`src/rtl/smsq_pkg.sv`:
```
// Shared types, register indexes and the phase table for the stepper move sequencer.
package smsq_pkg;

    localparam int unsigned POS_W    = 16;
    localparam int unsigned TICK_W   = 32;
    localparam int unsigned COIL_W   = 4;
    localparam int unsigned CFG_IDX_W = 2;
    localparam int unsigned CFG_DATA_W = 32;

    localparam logic [CFG_IDX_W-1:0] REG_STEPS_PER_REV = 2'd0;
    localparam logic [CFG_IDX_W-1:0] REG_STEP_INTERVAL = 2'd1;

    localparam logic [POS_W-1:0]  STEPS_PER_REV_RST = 16'd2038;
    localparam logic [TICK_W-1:0] STEP_INTERVAL_RST = 32'd10;

    localparam logic KIND_TICK = 1'b0;
    localparam logic KIND_MOVE = 1'b1;

    typedef struct packed {
        logic [POS_W-1:0]  position;
        logic [POS_W-1:0]  remaining;
        logic              forward;
        logic [TICK_W-1:0] ticks;
    } smsq_state_t;

    typedef struct packed {
        logic [POS_W-1:0]  steps_per_rev;
        logic [TICK_W-1:0] step_interval;
    } smsq_cfg_t;

    typedef struct packed {
        logic [COIL_W-1:0] coils;
        logic [POS_W-1:0]  position;
        logic              stepped;
        logic              busy;
    } smsq_result_t;

    // full-step drive pattern for position mod 4
    function automatic logic [COIL_W-1:0] phase_coils(input logic [1:0] phase);
        logic [COIL_W-1:0] c;
        case (phase)
            2'd0:    c = 4'd5;
            2'd1:    c = 4'd6;
            2'd2:    c = 4'd10;
            2'd3:    c = 4'd9;
            default: c = 4'd5;
        endcase
        return c;
    endfunction

endpackage

```
`src/rtl/stepper_move_sequencer_core.sv`:
```
// Top level: four-phase full-step stepper move sequencer with config port.
// The result of a transaction is registered and appears in the cycle after it is accepted.
// Throughput: one transaction per cycle; in_ready drops only while a result is held.
// The step, wrap and phase lookup are one combinational pass into the result register.
// Reset: position, remaining steps, tick count zero, direction reverse, no result held;
// steps_per_rev = 2038, step_interval = 10.
module stepper_move_sequencer_core (
    input  logic                                clk,
    input  logic                                rst_n,
    input  logic                                in_valid,
    output logic                                in_ready,
    input  logic                                kind,
    input  logic signed [15:0]                  move_steps,
    output logic                                out_valid,
    input  logic                                out_ready,
    output logic [smsq_pkg::COIL_W-1:0]         coils,
    output logic [smsq_pkg::POS_W-1:0]          position,
    output logic                                stepped,
    output logic                                busy_res,
    input  logic                                cfg_valid,
    output logic                                cfg_ready,
    input  logic [smsq_pkg::CFG_IDX_W-1:0]      cfg_index,
    input  logic [smsq_pkg::CFG_DATA_W-1:0]     cfg_data
);
    import smsq_pkg::*;

    smsq_state_t  state_reg;
    smsq_state_t  state_next;
    smsq_cfg_t    cfg_reg;
    smsq_result_t res_reg;
    smsq_result_t res_next;
    logic         out_valid_reg;
    logic         in_accept;

    assign cfg_ready = 1'b1;
    assign in_ready  = !out_valid_reg || out_ready;
    assign in_accept = in_valid && in_ready;

    smsq_step u_step (
        .st         (state_reg),
        .cfg        (cfg_reg),
        .kind       (kind),
        .move_steps (move_steps),
        .st_next    (state_next),
        .res        (res_next)
    );

    always_ff @(posedge clk or negedge rst_n)
    begin
        if (!rst_n)
        begin
            state_reg             <= '0;
            cfg_reg.steps_per_rev <= STEPS_PER_REV_RST;
            cfg_reg.step_interval <= STEP_INTERVAL_RST;
            out_valid_reg         <= 1'b0;
        end
        else
        begin
            if (cfg_valid && cfg_ready)
            begin
                case (cfg_index)
                    REG_STEPS_PER_REV: cfg_reg.steps_per_rev <= cfg_data[POS_W-1:0];
                    REG_STEP_INTERVAL: cfg_reg.step_interval <= cfg_data[TICK_W-1:0];
                    default:           ;
                endcase
            end
            if (in_accept)
            begin
                state_reg     <= state_next;
                out_valid_reg <= 1'b1;
            end
            else if (out_ready)
            begin
                out_valid_reg <= 1'b0;
            end
        end
    end

    always_ff @(posedge clk)
    begin
        if (in_accept)
        begin
            res_reg <= res_next;
        end
    end

    assign out_valid = out_valid_reg;
    assign coils     = res_reg.coils;
    assign position  = res_reg.position;
    assign stepped   = res_reg.stepped;
    assign busy_res  = res_reg.busy;

endmodule

```
`src/rtl/smsq_step.sv`:
```
// Next-state and result logic for one tick or move transaction.
module smsq_step (
    input  smsq_pkg::smsq_state_t  st,
    input  smsq_pkg::smsq_cfg_t    cfg,
    input  logic                   kind,
    input  logic signed [15:0]     move_steps,
    output smsq_pkg::smsq_state_t  st_next,
    output smsq_pkg::smsq_result_t res
);
    import smsq_pkg::*;

    smsq_state_t      pre;
    logic [POS_W-1:0] wrap;
    logic [POS_W:0]   pos_inc;
    logic [POS_W-1:0] pos_adv;
    logic             do_step;

    always_comb
    begin
        pre = st;
        if (kind == KIND_TICK)
        begin
            if (st.ticks != '1)
            begin
                pre.ticks = st.ticks + 1'b1;
            end
        end
        else
        begin
            if (move_steps[15])
            begin
                pre.remaining = ~$unsigned(move_steps) + 1'b1;
                pre.forward   = 1'b0;
            end
            else
            begin
                pre.remaining = $unsigned(move_steps);
                if (move_steps != '0)
                begin
                    pre.forward = 1'b1;
                end
            end
        end
    end

    always_comb
    begin
        wrap    = (cfg.steps_per_rev == '0) ? POS_W'(1) : cfg.steps_per_rev;
        pos_inc = {1'b0, pre.position} + 1'b1;
        if (pre.forward)
        begin
            pos_adv = (pos_inc >= {1'b0, wrap}) ? '0 : pos_inc[POS_W-1:0];
        end
        else if (pre.position == '0 || pre.position >= wrap)
        begin
            pos_adv = wrap - 1'b1;
        end
        else
        begin
            pos_adv = pre.position - 1'b1;
        end
    end

    always_comb
    begin
        do_step = (pre.remaining != '0) && (pre.ticks >= cfg.step_interval);
        st_next = pre;
        if (do_step)
        begin
            st_next.ticks     = '0;
            st_next.position  = pos_adv;
            st_next.remaining = pre.remaining - 1'b1;
        end
        res.coils    = phase_coils(st_next.position[1:0]);
        res.position = st_next.position;
        res.stepped  = do_step;
        res.busy     = (st_next.remaining != '0);
    end

endmodule

```
`config.mk`:
```
export PLATFORM = sky130hd
export DESIGN_NAME = stepper_move_sequencer_core
export DESIGN_NICKNAME = d
export VERILOG_FILES = /design/src/rtl/smsq_pkg.sv /design/src/rtl/stepper_move_sequencer_core.sv /design/src/rtl/smsq_step.sv
export SDC_FILE = /design/constraint.sdc
export NUM_CORES = 1
export LEC_CHECK = 0
export BUFFER_PORTS_ARGS = -buffer_cell sky130_fd_sc_hd__buf_2
export CAP_MARGIN = 30
export CORE_MARGIN = 2
export CORE_UTILIZATION = 34
export CTS_CLUSTER_DIAMETER = 40
export CTS_CLUSTER_SIZE = 10
export DETAILED_ROUTE_END_ITERATION = 8
export SYNTH_ARGS = -nofsm -noshare
export SYNTH_HDL_FRONTEND = slang
export SYNTH_HIERARCHICAL = 1
export SYNTH_SLANG_ARGS = --single-unit
```
`constraint.sdc`:
```
create_clock -name clk -period 11.55 [get_ports clk]
set_input_delay 1.155 -clock clk [delete_from_list [all_inputs] [get_ports clk]]
set_output_delay 1.155 -clock clk [all_outputs]
set_load 0.03 [all_outputs]
```
==> flow_metrics.env, run 1 <==
export IMPL_pin_count=81
export IMPL_viasPerCell=5.34
export IMPL_hold_viol=0
export IMPL_synthCells=1051
export IMPL_antenna_found_initial=0
export IMPL_drtPass1Iterations=5
export IMPL_ys_types=77
export IMPL_tns_ps=0
export IMPL_seq_area_frac_synth=0.346
export IMPL_yosysTopAreaCell="dfrtp_1"
export IMPL_grt_overflow_total=0
export IMPL_pre_cts_ws_ps=4380
export IMPL_cp_startpoint="state_reg[3]"
export IMPL_fin_cells=1490
export IMPL_syn_to_final_growth_pct=11.3
export IMPL_p_leak_nw=5.10
export IMPL_design_core_area_mm2=0.0296
export IMPL_synth_xor_area_frac=0.0635
export IMPL_outcome="finished, final reports clean"
export IMPL_fin_crit_ps=6780
export IMPL_hold_buffers=0
export IMPL_postLayoutCellArea_mm2=0.0114
export IMPL_cts_tree="yes"
export IMPL_cp_start_kind="flip-flop"
export IMPL_hold_class="flip-flop to flip-flop"
export IMPL_setup_viol=0
export IMPL_dieArea_mm2=0.0314
export IMPL_yosys_register_bits=136
export IMPL_place_congestion=0.858
export IMPL_grt_use_met1=0.221
export IMPL_synth_top_area_share=0.253
export IMPL_synth_area_leaders="dfrtp_1 25%, mux2_2 13%, ha_1 9.1%"
export IMPL_fin_nets=1218
export IMPL_antenna_cells=0
export IMPL_cap_violations=0
export IMPL_grt_pass1_wl_um=40600
export IMPL_clock_latency_ps=430
export IMPL_synth_mux_area_frac=0.137
export IMPL_maxSlewViolCount=0
export IMPL_crit_buf_inv=1
export IMPL_cts_path_max_buffers=2
export IMPL_cts_setup_buffers=0
export IMPL_cp_slowest_cell="or3b_2"
export IMPL_yosysWarnings=6
export IMPL_final_cell_mix="115 x mux2_2, 103 x dfrtp_1, 78 x buf_2"
export IMPL_synth_area_mm2=0.0102
export IMPL_syn_nets=1181
export IMPL_pwr_density_cell_mw_per_mm2=185
export IMPL_tightest_slew_ps=906
export IMPL_dp_cells=1459
export IMPL_synth_top_family_by_area="simple AND/OR/NAND/NOR gates"
export IMPL_hold_depth=1
export IMPL_synth_fa_ha_area_frac=0.0907
export IMPL_totalWireLength_um=24700
export IMPL_synthArstFlopShare=0.838
export IMPL_mostFrequentLayoutCell="mux2_2"
export IMPL_largest_reg_flops=65
export IMPL_post_route_period_util=0.587
export IMPL_finClkSkew_ps=12.4
export IMPL_numPortBuffers=79
export IMPL_crit_required_ps=11710
export IMPL_grt_usage=0.163
export IMPL_clock_sinks=136
export IMPL_synth_compound_area_share=0.115
export IMPL_reg2reg_depth=18
export IMPL_grt_use_met2=0.263
export IMPL_busiest_layer="met2"
export IMPL_place_hpwl_um=18100
export IMPL_wl_per_cell_um=16.6
export IMPL_place_area_mm2=0.0107
export IMPL_drtIter0Drc=584
export IMPL_max_freq_ghz=0.148
export IMPL_fillerInstances=2924
export IMPL_synth_edff_count=22
export IMPL_path_clk_slew_ps=60
export IMPL_initial_core_util=0.345
export IMPL_die_w_um=177
export IMPL_timing_rr_end="busy_res"
export IMPL_min_from="cfg_reg[16]"
export IMPL_drcViolationCount=0
export IMPL_hold_end="cfg_reg[16]"
export IMPL_first_global_vias=7757
export IMPL_cp_top_family="simple AND/OR/NAND/NOR gates"
export IMPL_syn_avg_cell_area_um2=9.71
export IMPL_synth_simple_area_share=0.181
export IMPL_ir_drop_mv=0.0787
export IMPL_hold_worst_slack_ps=505
export IMPL_setup_ws_ps=4770
export IMPL_r2r_start="state_reg[3]"
export IMPL_grt_start_max_net_pins=67
export IMPL_arrival_ps=6940
export IMPL_die_h_um=177
export IMPL_cp_end_kind="flip-flop"
export IMPL_drive_gt1_frac=0.241
export IMPL_row_count=63
export IMPL_relSlewSlack=0.396
export IMPL_rsz0062_at_grt="false"
export IMPL_cts_made_buffers=17
export IMPL_use_met3=0.0307
export IMPL_cts_resized=0
export IMPL_max_stage_delay_ps=630
export IMPL_crit_fanout=53
export IMPL_antenna_left=0
export IMPL_crit_chain="and4_1 > nand4_1 > nor3_1 > a41oi_1 > nand4_1 > nor3_1 > xor2_1 > ha_1 > a21oi_1 > o21ai_0 > a2111oi_0 > a31oi_1 > or3b_2 > nand2_4 > inv_2 > o32ai_1 > or4b_1 > or4_1"
export IMPL_synth_flop_cell="dfrtp_1"
export IMPL_crit_type="flip-flop to flip-flop"
export IMPL_routed_via_count=7955
export IMPL_ctsHtreeMaxLevel=4
export IMPL_cts_root_buffer="clkbuf_16"
export IMPL_reg2reg_slack_ps=4770
==> cells in the mapped netlist (27+ instances only) <==
master      n
nand2_1    42
inv_1      69
dfrtp_1   103
ha_1       74
nor2_1     70
nor3_1     29
and2_1     32
clkbuf_1   32
mux2_2    115
o21ai_0    27
xnor2_1    49
nand3_1    36
a21oi_1    47
==> how the worst max path moves through the flow <==
stage	end	slack (ps)	cells past startpoint
after CTS	busy_res	4790	18
after floorplan	busy_res	5070	19
after detailed placement	busy_res	4380	16
final	busy_res	4770	18
after global placement	busy_res	4530	16
after global routing	busy_res	4180	18
==> final cells by class <==
class	count	area, µm²	share of cell area
Sequential cell	136	3530	0.311
Multi-Input combinational cell	777	6000	0.528
Tap cell	390	488	0.0430
Clock inverter	10	139	0.0122
Timing Repair Buffer	85	443	0.0390
Clock buffer	21	492	0.0433
Inverter	71	267	0.0235
==> where the power goes <==
| group | switching (mW) | internal [mW] |
|---|---|---|
| clock network | 0.214 | 0.369 |
| logic | 0.448 | 0.350 |
| registers | 0.118 | 0.598 |
==> routing by layer <==
| metal | share of wire | vias to the layer above |
|---|---|---|
| li1 | - | 3857 |
| met5 | 0 | - |
| met2 | 0.47 | 216 |
| met1 | 0.47 | 3859 |
| met3 | 0.050 | 23 |
| met4 | 0.012 | 0 |
==> through the flow <==
step	util	power, mW
floorplan	-	1.33
global placement	0.363	1.49
detailed placement	0.363	1.51
CTS	0.384	2.10
global route	0.384	2.25
finish	0.384	2.10
==> logic make-up after synthesis <==
group / count (synthesis)
compound gates: 171
xor+xnor: 74
fa+ha+maj: 74
buf+inv: 138
flops: 136
mux: 125
other cells: 1
simple gates: 332
==> worst reg2reg max path: stages, from the launching register on <==
cell and delay (ps):
dfrtp_1 440, and4_1 280, nand4_1 160, nor3_1 600
a41oi_1 460, nand4_1 390, nor3_1 150, xor2_1 170
ha_1 320, a21oi_1 130, o21ai_0 110, a2111oi_0 400
a31oi_1 160, or3b_2 630, nand2_4 470, inv_2 360
o32ai_1 320, or4b_1 440, or4_1 510
(Power assumes the default switching activity.)
==> run 2, diff against run 1 <==
clock period = 5.7 ns   (was 11.55 ns; I/O delays follow)
==> run 2 against run 1 <==
  * Total power rose by 99%
  * Combinational power grew 100%
  * Critical path depth did not move
  * Cell count is 0.74% higher
  * Sequential share of layout area down 0.28 points
  * Routed wire length decreased by 0.25%
  * Worst hold slack worse by 290 ps
  * Die area unchanged
  * Non-clock buffer count up 10
  * Flip-flop and latch count unchanged
==> flow_metrics.env, run 2 (synthesized netlist as in run 1, its figures left out) <==
export IMPL_post_route_period_util=0.950
export IMPL_pin_count=81
export IMPL_arrival_ps=5570
export IMPL_max_stage_delay_ps=530
export IMPL_place_hpwl_um=18200
export IMPL_antenna_left=0
export IMPL_cts_path_max_buffers=2
export IMPL_grt_usage=0.161
export IMPL_tns_ps=0
export IMPL_row_count=63
export IMPL_ctsHtreeMaxLevel=4
export IMPL_busiest_layer="met2"
export IMPL_fillerInstances=2903
export IMPL_grt_overflow_total=0
export IMPL_cp_slowest_cell="or3b_2"
export IMPL_dp_cells=1468
export IMPL_cts_resized=0
export IMPL_cp_start_kind="flip-flop"
export IMPL_fin_crit_ps=5420
export IMPL_place_congestion=0.885
export IMPL_cts_made_buffers=17
export IMPL_tightest_slew_ps=912
export IMPL_use_met3=0.0311
export IMPL_ir_drop_mv=0.154
export IMPL_outcome="finished, final reports clean"
export IMPL_crit_fanout=5
export IMPL_mostFrequentLayoutCell="mux2_2"
export IMPL_hold_class="input port to async pin"
export IMPL_max_freq_ghz=0.185
export IMPL_numPortBuffers=79
export IMPL_antenna_cells=0
export IMPL_clock_latency_ps=420
export IMPL_cts_tree="yes"
export IMPL_die_w_um=177
export IMPL_grt_use_met2=0.260
export IMPL_finalPower_mw=4.17
export IMPL_crit_chain="and3_1 > and4_1 > and3_1 > a41oi_2 > nand4_1 > buf_4 > nor3_1 > xor2_1 > ha_1 > nand4_1 > nor3_1 > a2bb2oi_1 > a31oi_2 > or3b_2 > nand3b_1 > mux2_2 > or4b_1 > or4_1"
export IMPL_totalWireLength_um=24700
export IMPL_finClkSkew_ps=9.15
export IMPL_drtIter0Drc=611
export IMPL_wl_per_cell_um=16.4
export IMPL_syn_to_final_growth_pct=12.3
export IMPL_path_clk_slew_ps=60
export IMPL_cts_setup_buffers=0
export IMPL_cp_end_kind="flip-flop"
export IMPL_hold_viol=0
export IMPL_first_global_vias=7725
export IMPL_grt_use_met1=0.218
export IMPL_setup_viol=0
export IMPL_fin_nets=1228
export IMPL_antenna_found_initial=1
export IMPL_grt_pass1_wl_um=40300
export IMPL_fin_cells=1501
export IMPL_design_core_area_mm2=0.0296
export IMPL_hold_buffers=0
export IMPL_cap_violations=0
export IMPL_cts_root_buffer="clkbuf_16"
export IMPL_drive_gt1_frac=0.255
export IMPL_routed_via_count=7915
export IMPL_maxSlewViolCount=0
export IMPL_pwr_density_cell_mw_per_mm2=364
export IMPL_hold_worst_slack_ps=219
export IMPL_final_cell_mix="115 x mux2_2, 103 x dfrtp_1, 78 x buf_2"
export IMPL_drtPass1Iterations=5
export IMPL_clock_sinks=136
export IMPL_drcViolationCount=0
export IMPL_grt_start_max_net_pins=67
export IMPL_initial_core_util=0.345
export IMPL_largest_reg_flops=65
export IMPL_die_h_um=177
export IMPL_dieArea_mm2=0.0314
export IMPL_viasPerCell=5.27
export IMPL_rsz0062_at_grt="true"
export IMPL_p_leak_nw=5.15
export IMPL_crit_required_ps=5850
export IMPL_relSlewSlack=0.392
export IMPL_crit_type="flip-flop to flip-flop"
==> run 2: cell types whose count changed in the layout (fill, tap and decap cells not counted), sizes merged <==
cell,before,now
bufinv,3,2
inv,72,73
clkbuf,21,22
clkinvlp,2,0
clkinv,4,6
buf,85,95
==> run 2: cell type report <==
cell class / count / area [µm²] / area share
clock buffer: 22 / 464 / 0.0405
timing repair buffer: 95 / 538 / 0.0470
sequential: 136 / 3530 / 0.308
tap: 390 / 488 / 0.0426
clock inverter: 10 / 118 / 0.0103
inverter: 71 / 267 / 0.0233
multi-input combinational: 777 / 6060 / 0.529
==> run 2: routing by layer <==
layer | up-vias | wire length (µm)
li1 | 3874 | -
met1 | 3843 | 11900
met2 | 164 | 11300
met3 | 32 | 1100
met4 | 2 | 369
met5 | - | 16
==> run 2: per-stage QoR <==
stage	cell area [µm²]	util	worst slack (ps)
final	11500	0.388	285
after global routing	11500	0.388	-11.7
after CTS	11400	0.385	203
after detailed placement	10800	0.365	249
after global placement	10800	0.365	322
after floorplan	10200	-	2.94
==> run 2: worst max-delay path: cells and delay by family (launching register included) <==
family	cells	cell delay (ps)
flip-flops	1	410
AND/OR/NAND/NOR	11	3060
AO/OA/AOI/OAI	3	580
buffers and inverters	1	240
adder cells (fa/ha/maj)	1	300
XOR/XNOR	1	220
multiplexers	1	350
==> run 2: worst paths after layout <==
| kind | startpoint | endpoint | slack [ps] | cells past startpoint |
|---|---|---|---|---|
| max | state_reg[26] | busy_res | 280 | 18 |
| min | rst_n | state_reg[56] | 220 | 1 |
| max reg2reg | state_reg[26] | busy_res | 280 | 18 |
| min reg2reg | cfg_reg[2] | cfg_reg[2] | 500 | 1 |
| max in group asynchronous | rst_n | state_reg[9] | 4310 | 2 |
| min in group clk | in_valid | out_valid | 370 | 2 |
==> run 2: power by group <==
part / total [mW] / switching [mW] / leakage, nW / internal [mW]
Combinational: 1.63 / 0.913 / 3.24 / 0.720
Sequential: 1.44 / 0.228 / 1.62 / 1.21
Clock: 1.10 / 0.432 / 0.289 / 0.670
Total: 4.17 / 1.57 / 5.15 / 2.60
==> run 3, diff against run 2 <==
RECOVER_POWER = 25   (was default)
==> run 3 against run 2 <==
  * The flow now finishes with violations (capacitance limit, slew limit)
  * Flip-flop and latch count is the same
  * Register-to-register slack is essentially flat
  * Sequential power about the same
  * Critical path type unchanged
  * Clock skew hardly changed
  * Global-route usage is the same
  * Total power is essentially flat
  * Maximum frequency barely moved
==> flow_metrics.env, run 3 (synthesized netlist as in run 1, its figures left out) <==
export IMPL_wl_met3_um=1130
export IMPL_first_global_vias=7725
export IMPL_grt_overflow_total=0
export IMPL_grt_start_max_net_pins=67
export IMPL_dieArea_mm2=0.0314
export IMPL_postLayoutCellArea_mm2=0.0114
export IMPL_initial_core_util=0.345
export IMPL_cp_end_kind="flip-flop"
export IMPL_cts_path_max_buffers=2
export IMPL_post_route_period_util=0.950
export IMPL_cts_tree="yes"
export IMPL_numPortBuffers=79
export IMPL_crit_type="flip-flop to flip-flop"
export IMPL_totalWireLength_um=24700
export IMPL_finClkSkew_ps=9.49
export IMPL_tightest_slew_ps=3490
export IMPL_fin_cells=1501
export IMPL_design_core_area_mm2=0.0296
export IMPL_die_h_um=177
export IMPL_max_freq_ghz=0.185
export IMPL_fin_util=0.387
export IMPL_rsz0062_at_grt="true"
export IMPL_row_count=63
export IMPL_setup_viol=0
export IMPL_cts_setup_buffers=0
export IMPL_die_w_um=177
export IMPL_tns_ps=0
export IMPL_place_area_mm2=0.0108
export IMPL_drtPass1Iterations=5
export IMPL_ir_drop_mv=0.153
export IMPL_place_hpwl_um=18200
export IMPL_drive_gt1_frac=0.246
export IMPL_cp_start_kind="flip-flop"
export IMPL_antenna_left=0
export IMPL_hold_buffers=0
export IMPL_drcViolationCount=0
export IMPL_p_leak_nw=5.12
export IMPL_crit_fanout=5
export IMPL_setup_ws_ps=285
export IMPL_dp_cells=1468
export IMPL_mostFrequentLayoutCell="mux2_2"
export IMPL_pre_cts_ws_ps=249
export IMPL_clock_latency_ps=420
export IMPL_relSlewSlack=-1.33
export IMPL_wl_per_cell_um=16.5
export IMPL_wl_met2_um=11300
export IMPL_place_congestion=0.885
export IMPL_antenna_cells=0
export IMPL_path_clk_slew_ps=60
export IMPL_antenna_found_initial=1
export IMPL_hold_worst_slack_ps=370
export IMPL_grt_pass1_wl_um=40300
export IMPL_crit_required_ps=5850
export IMPL_highest_layer="met5"
export IMPL_drtIter0Drc=612
export IMPL_maxSlewViolCount=80
export IMPL_fin_nets=1228
export IMPL_drt_met1_wl_um=11900
export IMPL_cts_resized=0
export IMPL_arrival_ps=5570
export IMPL_violations="capacitance limit, slew limit"
export IMPL_pin_count=81
export IMPL_cts_made_buffers=17
export IMPL_viasPerCell=5.29
export IMPL_outcome="finished with violations"
export IMPL_cap_violations=2
export IMPL_cts_root_buffer="clkbuf_16"
export IMPL_hold_class="input port to flip-flop"
export IMPL_pwr_density_cell_mw_per_mm2=365
export IMPL_fin_crit_ps=5410
export IMPL_syn_to_final_growth_pct=12.0
export IMPL_final_cell_mix="115 x mux2_2, 103 x dfrtp_1, 74 x ha_1"
export IMPL_routed_via_count=7942
export IMPL_largest_reg_flops=65
export IMPL_clock_sinks=136
export IMPL_hold_viol=0
export IMPL_grt_usage=0.161
export IMPL_finalPower_mw=4.17
export IMPL_ctsHtreeMaxLevel=4
run 3: final timing paths:
path | start | to | slack (ps) | depth (start not counted)
max | state_reg[26] | busy_res | 290 | 18
min reg2reg | cfg_reg[2] | cfg_reg[2] | 500 | 1
max in group asynchronous | rst_n | state_reg[9] | 2310 | 2
min in group asynchronous | rst_n | state_reg[56] | 1310 | 1
max reg2reg | state_reg[26] | busy_res | 290 | 18
min | in_valid | out_valid | 370 | 2
run 3: final cells by class:
cell class / count / area [µm²]
Clock buffer: 22 / 464
Inverter: 71 / 267
Timing Repair Buffer: 95 / 524
Multi-Input combinational cell: 777 / 6040
Sequential cell: 136 / 3530
Clock inverter: 10 / 118
Tap cell: 390 / 488
Fill cell: 2902 / 18100
run 3: metal layers:
metal	up-vias	track usage
met4	2	0.0458
met3	30	0.0311
met2	187	0.260
met1	3848	0.218
li1	3875	-
met5	-	0
run 3: worst max-delay path, stage by stage, from the launching register on:
cell and delay, ps:
dfrtp_1 410, and3_1 230, and4_1 230, and3_1 210
a41oi_2 210, nand4_1 250, buf_4 240, nor3_1 180
xor2_1 220, ha_1 300, nand4_1 170, nor3_1 80
a2bb2oi_1 210, a31oi_2 160, or3b_2 530, nand3b_1 130
mux2_2 350, or4b_1 520, or4_1 530
run 3: power breakdown:
part | switching (mW) | internal (mW)
logic | 0.913 | 0.717
clock network | 0.433 | 0.670
registers | 0.228 | 1.21
